<file path="src/bsgs_pkg.sv">
// Shared types, constants and codes of the Black-Scholes grid stencil.
package bsgs_pkg;

    localparam int FRAC_BITS_DEF = 16;
    localparam int CFG_IDX_W     = 3;
    localparam int WIDE_W        = 63;
    localparam int MUL_A_W       = 33;
    localparam int MUL_B_W       = 34;
    localparam int PROD_W        = MUL_A_W + MUL_B_W;
    localparam int FULL_W        = PROD_W + 33;
    localparam int SUM_W         = WIDE_W + 2;

    localparam logic signed [WIDE_W-1:0] WIDE_LIMIT     = 63'sh2000_0000_0000_0000;
    localparam logic signed [WIDE_W-1:0] WIDE_LIMIT_NEG = -WIDE_LIMIT;

    typedef struct packed {
        logic signed [31:0] value;
        logic signed [31:0] spot;
        logic               active;
        logic               last_point;
    } t_in_item;

    typedef struct packed {
        logic signed [31:0] point_value;
        logic signed [31:0] delta;
        logic signed [31:0] gamma;
        logic signed [31:0] drift;
        logic signed [31:0] theta;
        logic               last_result;
    } t_out_item;

    typedef enum logic [CFG_IDX_W-1:0] {
        CFG_HALF_SIGMA_SQ,
        CFG_RISKFREE_RATE,
        CFG_DIVIDEND_YIELD,
        CFG_INV_TWO_STEP,
        CFG_INV_STEP_SQ,
        CFG_LOWER_BOUNDARY,
        CFG_UPPER_BOUNDARY
    } t_cfg_idx;

    typedef enum logic [3:0] {
        OP_DELTA,
        OP_GAMMA,
        OP_T1,
        OP_C1,
        OP_DISC,
        OP_T2_LO,
        OP_T2_HI,
        OP_CONV_LO,
        OP_CONV_HI,
        OP_DIFF_LO,
        OP_DIFF_HI
    } t_op;

    typedef enum logic [1:0] {
        ST_IDLE,
        ST_CALC,
        ST_DRAIN,
        ST_DONE
    } t_state;

    typedef struct packed {
        logic latch_in;
        logic load_center;
        logic issue;
        t_op  op;
        logic use_upper;
        logic left_older;
        logic load_out;
        logic out_last;
        logic shift_window;
    } t_cmd;

    typedef struct packed {
        logic out_free;
    } t_sts;

endpackage

</file>
<file path="src/bsgs_ctrl.sv">
// Sequencer of the grid stencil: window fill state and the product schedule.
module bsgs_ctrl import bsgs_pkg::*; (
    input  logic i_clk,
    input  logic i_rst_n,
    input  logic i_in_valid,
    input  logic i_in_last,
    output logic o_in_ready,
    input  t_sts i_sts,
    output t_cmd o_cmd
);

    t_state     r_state, n_state;
    logic [1:0] r_filled, n_filled;
    t_op        r_op, n_op;
    logic       r_use_upper, n_use_upper;
    logic       r_left_older, n_left_older;
    logic       r_pend, n_pend;

    always_ff @(posedge i_clk) begin
        if (!i_rst_n) begin
            r_state      <= ST_IDLE;
            r_filled     <= 2'd0;
            r_op         <= OP_DELTA;
            r_use_upper  <= 1'b0;
            r_left_older <= 1'b0;
            r_pend       <= 1'b0;
        end else begin
            r_state      <= n_state;
            r_filled     <= n_filled;
            r_op         <= n_op;
            r_use_upper  <= n_use_upper;
            r_left_older <= n_left_older;
            r_pend       <= n_pend;
        end
    end

    always_comb begin
        n_state      = r_state;
        n_filled     = r_filled;
        n_op         = r_op;
        n_use_upper  = r_use_upper;
        n_left_older = r_left_older;
        n_pend       = r_pend;
        o_in_ready   = 1'b0;
        o_cmd              = '0;
        o_cmd.op           = r_op;
        o_cmd.use_upper    = r_use_upper;
        o_cmd.left_older   = r_left_older;
        o_cmd.out_last     = r_use_upper;
        case (r_state)
            ST_IDLE: begin
                o_in_ready = 1'b1;
                if (i_in_valid) begin
                    if (r_filled == 2'd0) begin
                        o_cmd.load_center = 1'b1;
                        if (i_in_last) begin
                            n_state      = ST_CALC;
                            n_op         = OP_DELTA;
                            n_use_upper  = 1'b1;
                            n_left_older = 1'b0;
                            n_pend       = 1'b0;
                            n_filled     = 2'd0;
                        end else begin
                            n_filled = 2'd1;
                        end
                    end else begin
                        o_cmd.latch_in = 1'b1;
                        n_state        = ST_CALC;
                        n_op           = OP_DELTA;
                        n_use_upper    = 1'b0;
                        n_left_older   = (r_filled == 2'd2);
                        n_pend         = i_in_last;
                    end
                end
            end
            ST_CALC: begin
                o_cmd.issue = 1'b1;
                if (r_op == OP_DIFF_HI) begin
                    n_state = ST_DRAIN;
                end else begin
                    n_op = t_op'(4'(r_op) + 4'd1);
                end
            end
            ST_DRAIN: begin
                n_state = ST_DONE;
            end
            ST_DONE: begin
                if (i_sts.out_free) begin
                    o_cmd.load_out = 1'b1;
                    if (!r_use_upper) begin
                        o_cmd.shift_window = 1'b1;
                        if (r_pend) begin
                            n_state      = ST_CALC;
                            n_op         = OP_DELTA;
                            n_use_upper  = 1'b1;
                            n_left_older = 1'b1;
                            n_pend       = 1'b0;
                            n_filled     = 2'd0;
                        end else begin
                            n_state  = ST_IDLE;
                            n_filled = 2'd2;
                        end
                    end else begin
                        n_state = ST_IDLE;
                    end
                end
            end
            default: begin
                n_state = ST_IDLE;
            end
        endcase
    end

`ifndef ASSERT_OFF
    a_fill_range: assert property (@(posedge i_clk) disable iff (!i_rst_n)
        r_filled != 2'd3)
        else $error("window fill count out of range");

    a_load_when_free: assert property (@(posedge i_clk) disable iff (!i_rst_n)
        o_cmd.load_out |-> i_sts.out_free)
        else $error("result loaded over a held item");

    a_pend_second: assert property (@(posedge i_clk) disable iff (!i_rst_n)
        (o_cmd.load_out && !r_use_upper && r_pend) |=>
            (r_state == ST_CALC && r_use_upper && r_left_older && r_filled == 2'd0))
        else $error("second result of the last point not started");

    a_last_empties: assert property (@(posedge i_clk) disable iff (!i_rst_n)
        (o_cmd.load_out && r_use_upper) |=> (r_state == ST_IDLE && r_filled == 2'd0))
        else $error("window not empty after the final point");
`endif

endmodule

</file>
<file path="config.mk">
export PLATFORM = sky130hd
export DESIGN_NAME = bsgs_ctrl
export DESIGN_NICKNAME = d
export VERILOG_FILES = /design/src/bsgs_pkg.sv /design/src/bsgs_ctrl.sv
export SDC_FILE = /design/constraint.sdc
export NUM_CORES = 1
export LEC_CHECK = 0
export ABC_AREA = 1
export BUFFER_PORTS_ARGS = -buffer_cell sky130_fd_sc_hd__buf_2
export CORE_ASPECT_RATIO = 0.9
export CORE_MARGIN = 1.5
export CORE_UTILIZATION = 60
export CTS_BUF_LIST = sky130_fd_sc_hd__clkbuf_2
export DETAILED_ROUTE_END_ITERATION = 10
export PLACE_DENSITY = 0.86
export REMOVE_ABC_BUFFERS = 1
export SETUP_SLACK_MARGIN = 0.15
export SLEW_MARGIN = 10
export SYNTH_ARGS = -nofsm -noshare
export SYNTH_HDL_FRONTEND = slang
export SYNTH_SLANG_ARGS = --single-unit
</file>
<file path="constraint.sdc">
create_clock -name i_clk -period 3.4 [get_ports i_clk]
set_input_delay 1.02 -clock i_clk [delete_from_list [all_inputs] [get_ports i_clk]]
set_output_delay 1.02 -clock i_clk [all_outputs]
set_load 0.005 [all_outputs]
</file>
==> results by group, run 1 <==
Power and ir drop
  • Peak supply drop: 479.8 uV
  • PwrDens: roughly 830 mW/mm2
  • Pleak: about 0.52 nW

Worst setup path
  • Crit path kind: reg2out
  • Critical path's slowest cell: dfxtp_1
  • Startpoint type of the worst setup path: flip-flop
  • Crit-path max FO: 6
  • Worst stage delay on the critical path: 0.38 ns
  • Crit-path cells: inv_1 > ha_1 > nand2_1 > nor2_1 > buf_2
  • WP data arrival: 1.59 ns
  • Required time of the critical path: 2.38 ns
  • CP endpoint kind: output pin

Logic synthesis
  • Mapped Area: about 870 um2
  • Yosys reg bits: 11
  • Most frequent cell after synthesis: nor2_1
  • Post-synth top cells: 24 x nor2_1, 17 x inv_1, 16 x nand2_1
  • Area contributors post-synth: dfxtp_1 25%, nor2_1 10%, ha_1 10%
  • Syn Inst Count: around 130
  • Fraction of registers with async set/reset: 0%
  • Post-synth EDFFs: 0
  • Synth unique cells: 22
  • Seq/Total Area, Yosys: 25.43%
  • Ys Warns: 0
  • Cell taking the most area after synthesis: dfxtp_1
  • Share of the synthesized area in the top cell type: 25.43%
  • Ys flop type: dfxtp_1
  • Avg Cell Area, Syn: 6.818 um2

Clocking
  • Clk sinks: 11
  • CTS tree: done
  • Inserted Clock Buffers: 3
  • Post CTS Setup Buffer Count: 0
  • H-tree Lvls: 1
  • Reg clk slew, reported paths: 0.13 ns
  • Root Buffer: clkbuf_2
  • Post-CTS Resized: 0
  • Clk_lat worst skew: 0.28 ns
  • Clock buffer depth: 2
  • Cts hold-fix bufs: 0

Floorplanning
  • Die H: slightly below 40 um
  • Core Region: approximately 0.0013 mm2
  • Num ports: 18
  • Initial core utilization: 67.05%
  • Die span in x: 43.04 um
  • Die area: 0.001680 mm2
  • Cell Rows: 12

Timing
  • Period utilisation layout: 76.91%
  • Max-slew violations: 0
  • Fin Setup TNS: 0 ns
  • Actual slew at the worst max-slew pin: 0.4456 ns
  • Fmax: 382.4 MHz
  • Fin crit period: around 2.6 ns
  • Unrepaired setup endpoints after global routing: no
  • Slew margin rel.: between 70% and 80%
  • Fin Clk Skew: 0.01753 ns
  • Endpoints failing hold: 0
  • Final setup violation count: 0
  • Final setup margin: 0.7851 ns

GRT
  • Largest net degree at the start of global routing: 11
  • Vias in the first global route: 680
  • First-pass GRT wire length: 3.042 mm
  • Initial antenna violation count: 0
  • Total GRT Usage: 25.90%
  • GRT overflow: 0

Drt
  • Initial detailed-routing violation count: 22
  • DRT antenna net count: 0
  • Vias per inst: around 5.3
  • WL per Instance: 12.00 um
  • 1st-pass router iterations: 4
  • Final WL: about 1.9 mm
  • Post-route DRC: 0
  • Vias after detailed routing: 833

Cells and area
  • Fill count: 120
  • # diodes: 0
  • Final nets: between 150 and 200
  • FF+latch area: 220.2 um2
  • Layout cell share with drive strength beyond 1: 26.39%
  • Multi-input logic area: 536.8 um2
  • P&R area growth vs syn: 10.26%

Placed design
  • I/O Buffers: 17
  • Post-place setup slack: around 0.92 ns
  • HPWL Detailed: 1.499 mm
  • Gpl congestion: 0.8190

Run status
  • Status: complete, no violations

Min path
  • Hold WC Path Type: reg2reg

Run
  • Max-Cap Viols: 0
[cell families after synthesis]
group	synth area share [%]
AO/OA/AOI/OAI	8.671
XOR/XNOR	1.012
adder cells (fa/ha/maj)	10.12
buffers and inverters	12.57
flip-flops	25.43
AND/OR/NAND/NOR	42.20
[per-layer routing]
| metal | part of all wire (%) | GRT usage, % | up-vias |
|---|---|---|---|
| met5 | 0 | 0 | - |
| met4 | 2.7 | 11.36 | 0 |
| met3 | 4.9 | 8.879 | 8 |
| met2 | 47 | 43.94 | 27 |
| met1 | 45 | 29.92 | 364 |
| li1 | - | - | 434 |
[worst max-delay path, delay by kind of cell (launching register included)]
kind | cells | cell delay (ns)
flops | 1 | 0.38
fa+ha+maj | 1 | 0.33
simple gates | 2 | 0.32
buf+inv | 2 | 0.28
[metrics by stage]
stage | total power, mW | std cells | util, % | hold slack [ns] | area, um2
floorplan | 0.5915 | 123 | - | 0.4604 | 832.0
global placement | 0.6867 | 154 | 72.38 | 0.4459 | 934.6
detailed placement | 0.7168 | 154 | 72.38 | 0.4587 | 934.6
CTS | 0.7984 | 158 | 73.93 | 0.4973 | 954.7
global route | 0.8654 | 158 | 73.93 | 0.5142 | 954.7
finish | 0.7929 | 158 | 73.93 | 0.4968 | 954.7
[worst paths after layout]
check | end | from | slack (ns) | cells after the start
max | o_cmd[10] | r_state[0]$_SDFFE_PN0P_ | 0.79 | 5
max reg2reg | r_pend$_SDFFE_PN0P_ | r_state[1]$_SDFFE_PN0P_ | 1.74 | 8
min reg2reg | r_filled[1]$_SDFFE_PN0P_ | r_filled[1]$_SDFFE_PN0P_ | 0.50 | 2
min | r_filled[1]$_SDFFE_PN0P_ | r_filled[1]$_SDFFE_PN0P_ | 0.50 | 2
[sequential cells by signal (all words and copies together), names as in the netlist]
name and count:
r_left_older 1, r_use_upper 1, r_pend 1, r_filled 2, r_op 4, r_state 2
[cell usage in the layout, fill, tap and decap left out, drive strengths merged]
cell | Yosys | layout
buf | 4 | 17
o21bai | 1 | 1
nor2 | 30 | 30
nand3 | 11 | 11
xnor2 | 1 | 1
and2 | 1 | 1
ha | 7 | 7
clkbuf | 0 | 3
inv | 20 | 20
o21ai | 4 | 4
dfxtp | 11 | 11
o31ai | 1 | 1
clkinv | 0 | 1
a21oi | 8 | 8
nand2 | 23 | 23
nand4 | 5 | 5
[layout make-up]
class,instances,share of cell area (%)
Tap cell,14,1.835
Multi-Input combinational cell,92,56.23
Sequential cell,11,23.07
Inverter,20,7.864
Clock inverter,1,0.5242
Timing Repair Buffer,17,8.912
Clock buffer,3,1.573
[power by group]
group	internal (mW)	switching [mW]
registers	0.167	0.0467
logic	0.189	0.313
clock network	0.0266	0.0499
Note: power is estimated with default switching activity, not from simulation.
==> run 2: changes to the inputs <==
--- a/config.mk
+++ b/config.mk
@@ -9,10 +9,10 @@
 export BUFFER_PORTS_ARGS = -buffer_cell sky130_fd_sc_hd__buf_2
 export CORE_ASPECT_RATIO = 0.9
 export CORE_MARGIN = 1.5
-export CORE_UTILIZATION = 60
+export CORE_UTILIZATION = 50
 export CTS_BUF_LIST = sky130_fd_sc_hd__clkbuf_2
 export DETAILED_ROUTE_END_ITERATION = 10
-export PLACE_DENSITY = 0.86
+export PLACE_DENSITY = 0.77
 export REMOVE_ABC_BUFFERS = 1
 export SETUP_SLACK_MARGIN = 0.15
 export SLEW_MARGIN = 10
==> constraint.sdc (replaced) <==
create_clock -name i_clk -period 2.3 [get_ports i_clk]
set_input_delay 0.69 -clock i_clk [delete_from_list [all_inputs] [get_ports i_clk]]
set_output_delay 0.69 -clock i_clk [all_outputs]
set_load 0.005 [all_outputs]
==> results by group, run 2 (synthesis gave the netlist of run 1 again) <==
Worst setup path
  • Worst stage delay on the critical path: 0.38 ns (about the same)
  • Crit-path cells: inv_1 > ha_4 > nand2_1 > nor2_1 > buf_2 (was inv_1 > ha_1 > nand2_1 > nor2_1 > buf_2)
  • Required time of the critical path: 1.61 ns (was 2.38 ns)
  • CP endpoint kind: output pin (unchanged)
  • Startpoint type of the worst setup path: flip-flop (unchanged)
  • WP data arrival: 1.38 ns (was 1.59 ns)
  • Critical path's top delay family: flip-flops (unchanged)
  • Critical path's slowest cell: dfxtp_2 (was dfxtp_1)
  • R2R Path End: r_op[1]$_SDFFE_PN0P_ (was r_pend$_SDFFE_PN0P_)
  • R2r setup slk: 0.78 ns (was 1.74 ns)
  • R2R cell count: 8 (unchanged)
  • WP buf/inv: 2 (unchanged)
  • Crit path kind: reg2out (unchanged)
  • Crit-path max FO: 6 (unchanged)
  • Reg-to-Reg Start: r_state[1]$_SDFFE_PN0P_ (unchanged)

Cells and area
  • Final nets: 157 (unchanged)
  • P&R area growth vs syn: 14.74% (was 10.26%)
  • # diodes: 0 (unchanged)
  • Fill count: 169 (was 120)
  • FF+latch area: 221.5 um2 (was 220.2 um2)
  • Layout cell share with drive strength beyond 1: 28.47% (was 26.39%)
  • Regs by FF count: r_op: 4 flops, r_filled: 2 flops, r_state: 2 flops (unchanged)
  • Most frequent cells in the layout: 24 x nor2_1, 17 x inv_1, 17 x buf_2, 16 x nand2_1 (was 24 x nor2_1, 17 x inv_1, 17 x buf_2, 16 x nand2_1, 11 x dfxtp_1)
  • Commonest non-fill, non-tap cell in the layout: nor2_1 (unchanged)
  • Largest register FFs: 4 (unchanged)
  • Multi-input logic area: 561.8 um2 (was 536.8 um2)
  • Layout Cells excl Fill: 168 (was 158)
  • Top reg by flops: r_op (unchanged)

Power and ir drop
  • Internal: 592.6 uW (was 382.9 uW)
  • Pleak: 0.5150 nW (was 0.5153 nW)
  • Seq pwr share: 27.2% (was 27.0%)
  • Combinational share of power: 63.4% (was 63.3%)
  • Sw Share: 50.25% (was 51.72%)
  • NetSw: 598.6 uW (was 410.1 uW)
  • PwrDens: 1199 mW/mm2 (was 830.6 mW/mm2)
  • Clock share of power: 9.5% (was 9.6%)
  • Peak supply drop: 612.6 uV (was 479.8 uV)

Min path
  • WHS Path Cells: 2 (unchanged)
  • HP Start: r_left_older$_SDFFE_PN0P_ (was r_filled[1]$_SDFFE_PN0P_)
  • Worst Hold Path EP: r_left_older$_SDFFE_PN0P_ (was r_filled[1]$_SDFFE_PN0P_)
  • Hold WC Path Type: reg2reg (unchanged)

Clocking
  • Clk sinks: 11 (unchanged)
  • Root Buffer: clkbuf_2 (unchanged)
  • H-tree Lvls: 1 (unchanged)
  • Clk_lat worst skew: 0.28 ns (about the same)
  • Inserted Clock Buffers: 3 (unchanged)
  • Reg clk slew, reported paths: 0.12 ns (was 0.13 ns)
  • CTS tree: done (unchanged)
  • Clock buffer depth: 2 (unchanged)
  • Post CTS Setup Buffer Count: 0 (unchanged)

Floorplanning
  • Core Region: 0.001647 mm2 (was 0.001291 mm2)
  • Die H: 42.48 um (was 39.04 um)
  • Die area: 0.001991 mm2 (was 0.001680 mm2)
  • Initial core utilization: 52.58% (was 67.05%)
  • Num ports: 18 (unchanged)
  • Die span in x: 46.87 um (was 43.04 um)
  • Cell Rows: 14 (was 12)

Timing
  • Slew margin rel.: 85.67% (was 70.30%)
  • Fin crit period: 2.065 ns
  • Final setup margin: 0.2348 ns (was 0.7851 ns)
  • Fmax: approximately 480 MHz
  • Fin Clk Skew: 0.01158 ns (was 0.01753 ns)
  • Max-slew violations: 0 (unchanged)
  • Endpoints failing hold: 0 (unchanged)
  • Actual slew at the worst max-slew pin: 0.2149 ns (was 0.4456 ns)
  • Unrepaired setup endpoints after global routing: yes (was no)
  • Final setup violation count: 0 (unchanged)
  • Fin Setup TNS: 0 ns (unchanged)
  • Period utilisation layout: 89.79%

Placed design
  • Gpl congestion: 0.8147 (was 0.8190)
  • I/O Buffers: 17 (unchanged)
  • Post-place setup slack: 0.4085 ns (was 0.9209 ns)
  • Placed Cells: 164 (was 154)
  • HPWL Detailed: 1.349 mm (was 1.499 mm)

Drt
  • Vias after detailed routing: 797 (was 833)
  • Final WL: 1.710 mm (was 1.896 mm)
  • Initial detailed-routing violation count: 15 (was 22)
  • WL per Instance: 10.18 um (was 12.00 um)
  • Post-route DRC: 0 (unchanged)
  • Vias per inst: 4.744 (was 5.272)
  • DRT antenna net count: 0 (unchanged)
  • 1st-pass router iterations: 4 (unchanged)

GRT
  • Vias in the first global route: 700 (was 680)
  • First-pass GRT wire length: 2.911 mm (was 3.042 mm)
  • Total GRT Usage: 20.72% (was 25.90%)
  • GRT overflow: 0 (unchanged)
  • Largest net degree at the start of global routing: 11 (unchanged)
  • Initial antenna violation count: 0 (unchanged)

Run status
  • Status: complete, no violations (unchanged)

Run
  • Max-Cap Viols: 0 (unchanged)
[run 2: cell counts in the layout (fill, tap and decap cells not counted)]
No cell type changed its count.
[run 2: worst max-delay path by stage]
stage	cells after the start	slack [ns]	from	end
detailed placement	4	0.41	r_state[0]$_SDFFE_PN0P_	o_cmd[0]
CTS	5	0.19	r_state[0]$_SDFFE_PN0P_	o_cmd[11]
floorplan	3	0.64	r_state[0]$_SDFFE_PN0P_	o_cmd[0]
finish	5	0.23	r_state[0]$_SDFFE_PN0P_	o_cmd[11]
global route	5	0.15	r_state[0]$_SDFFE_PN0P_	o_cmd[10]
global placement	4	0.50	r_state[1]$_SDFFE_PN0P_	o_cmd[0]
[run 2: worst min-delay path: cells and delay by family, from the launching register on]
family	cells	cell delay [ns]
compound gates	1	0.04
simple gates	1	0.07
flops	1	0.34
[run 2: layout make-up]
| class | instances | area share (%) |
|---|---|---|
| clock buffer | 3 | 1.511 |
| multi-input combinational | 92 | 56.55 |
| sequential | 11 | 22.29 |
| timing repair buffer | 17 | 8.564 |
| inverter | 20 | 7.557 |
| tap | 24 | 3.023 |
| clock inverter | 1 | 0.5038 |
[run 2: per-stage QoR]
step | power, mW | hold WS, ns | cell area (um2) | utilization (%)
after floorplan | 0.8744 | 0.4604 | 832.0 | -
after global placement | 1.028 | 0.4500 | 947.2 | 57.52
after detailed placement | 1.040 | 0.4702 | 947.2 | 57.52
after CTS | 1.163 | 0.5010 | 972.2 | 59.04
after global routing | 1.322 | 0.5266 | 993.5 | 60.33
final | 1.191 | 0.4884 | 993.5 | 60.33
[run 2: repair_timing]
action	CTS	global route
setup endpoints to repair	4	4
hold buffers	0	0
gates resized for setup	2	3
[run 2: metal layers]
metal,wire (um),GRT usage (%)
met5,0,0
met4,30,8.333
met3,73,7.759
met2,755,29.04
met1,851,28.16
[run 2: power groups by stage]
stage               logic (mW)  clock network [mW]  registers (mW)
floorplan                0.563                   0           0.311
global placement         0.713                   0           0.315
detailed placement       0.722                   0           0.318
CTS                      0.731               0.117           0.315
global route             0.857               0.130           0.334
finish                   0.755               0.113           0.323
==> run 3: changes to the inputs <==
==> constraint.sdc (replaced) <==
create_clock -name i_clk -period 1.85 [get_ports i_clk]
set_input_delay 0.555 -clock i_clk [delete_from_list [all_inputs] [get_ports i_clk]]
set_output_delay 0.555 -clock i_clk [all_outputs]
set_load 0.005 [all_outputs]
==> results by group, run 3 (synthesis gave the netlist of run 1 again) <==
Worst setup path
  • Crit-path max FO: 5 (was 6)
  • Worst stage delay on the critical path: 0.40 ns (was 0.38 ns)
  • CP endpoint kind: output pin (unchanged)
  • WP data arrival: 1.15 ns (was 1.38 ns)
  • Crit path kind: reg2out (unchanged)
  • Critical path's top delay family: flip-flops (unchanged)
  • Critical path's slowest cell: dfxtp_4 (was dfxtp_2)
  • Startpoint type of the worst setup path: flip-flop (unchanged)
  • Crit-path cells: inv_4 > ha_4 > nand2_4 > nor2_2 > buf_2 (was inv_1 > ha_4 > nand2_1 > nor2_1 > buf_2)
  • Required time of the critical path: 1.29 ns (was 1.61 ns)
  • WP buf/inv: 2 (unchanged)

Timing
  • Slew margin rel.: 83.32% (was 85.67%)
  • Fin Setup TNS: 0 ns (unchanged)
  • Endpoints failing hold: 0 (unchanged)
  • Actual slew at the worst max-slew pin: 0.2493 ns (was 0.2149 ns)
  • Fmax: about 590 MHz
  • Fin crit period: 1.704 ns
  • Max-slew violations: 0 (unchanged)
  • Unrepaired setup endpoints after global routing: yes (unchanged)
  • Fin Clk Skew: 0.008188 ns (was 0.01158 ns)
  • Period utilisation layout: 92.11%
  • Final setup violation count: 0 (unchanged)
  • Fin Hold WS: 0.4831 ns (was 0.4884 ns)

Drt
  • DRT antenna net count: 0 (unchanged)
  • WL per Instance: 11.79 um (was 10.18 um)
  • Post-route DRC: 0 (unchanged)
  • Vias after detailed routing: 912 (was 797)
  • 1st-pass router iterations: 4 (unchanged)
  • Vias per inst: 5.153 (was 4.744)
  • Final WL: 2.087 mm (was 1.710 mm)
  • Initial detailed-routing violation count: 28 (was 15)

Power and ir drop
  • Internal: 876.4 uW (was 592.6 uW)
  • Clock share of power: 8.3% (was 9.5%)
  • Sw Share: 49.38% (was 50.25%)
  • Peak supply drop: 773.1 uV (was 612.6 uV)
  • Combinational share of power: 67.3% (was 63.4%)
  • NetSw: 855.1 uW (was 598.6 uW)
  • PwrDens: 1560 mW/mm2 (was 1199 mW/mm2)
  • Seq pwr share: 24.4% (was 27.2%)
  • Pleak: 0.5681 nW (was 0.5150 nW)

Cells and area
  • Layout cell share with drive strength beyond 1: 37.91% (was 28.47%)
  • Final nets: 166 (was 157)
  • Largest register FFs: 4 (unchanged)
  • # diodes: 0 (unchanged)
  • Top reg by flops: r_op (unchanged)
  • Regs by FF count: r_op: 4 flops, r_filled: 2 flops, r_state: 2 flops (unchanged)
  • Commonest non-fill, non-tap cell in the layout: nor2_1 (unchanged)
  • P&R area growth vs syn: 28.18% (was 14.74%)
  • Most frequent cells in the layout: 22 x nor2_1, 16 x buf_2, 15 x inv_1, 14 x nand2_1, 10 x nand3_1 (was 24 x nor2_1, 17 x inv_1, 17 x buf_2, 16 x nand2_1)

Placed design
  • HPWL Detailed: 1.394 mm (was 1.349 mm)
  • I/O Buffers: 17 (unchanged)
  • Gpl congestion: 0.8052 (was 0.8147)

Floorplanning
  • Initial core utilization: 52.58% (unchanged)
  • Cell Rows: 14 (unchanged)
  • Die span in x: 46.87 um (unchanged)
  • Die H: 42.48 um (unchanged)
  • Num ports: 18 (unchanged)
  • Die area: 0.001991 mm2 (unchanged)
  • Core Region: 0.001647 mm2 (unchanged)

Clocking
  • Reg clk slew, reported paths: 0.13 ns (was 0.12 ns)
  • Clock buffer depth: 2 (unchanged)
  • Inserted Clock Buffers: 3 (unchanged)
  • H-tree Lvls: 1 (unchanged)
  • Cts hold-fix bufs: 0 (unchanged)
  • Root Buffer: clkbuf_2 (unchanged)
  • Clk_lat worst skew: 0.28 ns (about the same)
  • Clk sinks: 11 (unchanged)
  • CTS tree: done (unchanged)

GRT
  • Largest net degree at the start of global routing: 10 (was 11)
  • First-pass GRT wire length: 3.146 mm (was 2.911 mm)
  • Vias in the first global route: 766 (was 700)
  • Initial antenna violation count: 0 (unchanged)
  • GRT overflow: 0 (unchanged)
  • Total GRT Usage: 21.75% (was 20.72%)

Run
  • Max-Cap Viols: 0 (unchanged)

Run status
  • Status: complete, no violations (unchanged)

Min path
  • Hold WC Path Type: reg2reg (unchanged)
[run 3: cell count changes in the layout (fill, tap and decap cells not counted), moves of 2 or more]
cell	before	now
buf_4	0	8
nor2_4	1	3
nor2_1	24	22
inv_4	0	2
inv_1	17	15
buf_6	0	2
dfxtp_4	0	2
nand2_1	16	14
[run 3: metal layers]
metal | GRT usage (%) | vias to the layer above | wire [um] | part of all wire [%]
met3 | 6.466 | 11 | 107 | 5.1
met1 | 27.44 | 415 | 859 | 41
met4 | 5.000 | 0 | 59 | 2.8
met2 | 35.62 | 33 | 1061 | 51
li1 | - | 453 | - | -
met5 | 0 | - | 0 | 0
[run 3: through the flow]
stage / setup WS [ns] / cells / power, mW / util [%] / cell area [um2]
final: 0.1460 / 177 / 1.732 / 67.40 / 1110
after floorplan: 0.3231 / 123 / 1.087 / - / 832.0
after global placement: 0.2368 / 165 / 1.281 / 57.98 / 954.7
after detailed placement: 0.1389 / 165 / 1.309 / 57.98 / 954.7
after CTS: 0.1420 / 172 / 1.548 / 62.08 / 1022
after global routing: 0.07811 / 177 / 1.895 / 67.40 / 1110
[run 3: timing repair]
item,4_1_cts,5_1_grt
gates resized for setup,10,12
hold endpoints to repair,0,0
pin swaps,1,7
endpoints found under the setup margin,5,6
setup buffers,3,5
[run 3: worst paths after layout]
check        depth (start not counted)                      start  slack (ns)                        end
max                                  5    r_state[0]$_SDFFE_PN0P_        0.15                  o_cmd[10]
min                                  2  r_left_older$_SDFFE_PN0P_        0.48  r_left_older$_SDFFE_PN0P_
max reg2reg                          9    r_state[0]$_SDFFE_PN0P_        0.20   r_filled[0]$_SDFFE_PN0P_
min reg2reg                          2  r_left_older$_SDFFE_PN0P_        0.48  r_left_older$_SDFFE_PN0P_
[run 3: power by group through the flow]
stage	logic [mW]	clock network (mW)	registers (mW)
final	1.17	0.143	0.423
after global routing	1.30	0.161	0.437
after CTS	0.990	0.148	0.410
after detailed placement	0.910	0	0.398
after global placement	0.889	0	0.392
after floorplan	0.700	0	0.387
[run 3: area by class of cell]
type | count | area (um2)
timing repair buffer | 26 | 162.7
inverter | 20 | 80.08
fill | 163 | 536.8
clock inverter | 1 | 5.005
sequential | 11 | 227.7
clock buffer | 3 | 15.01
tap | 24 | 30.03
multi-input combinational | 92 | 589.3
[run 3: worst min-delay path, delay by kind of cell, from the launching register on]
| kind | cells | cell delay [ns] |
|---|---|---|
| and+or+nand+nor | 1 | 0.07 |
| DFF | 1 | 0.34 |
| AOI/OAI and AO/OA | 1 | 0.04 |
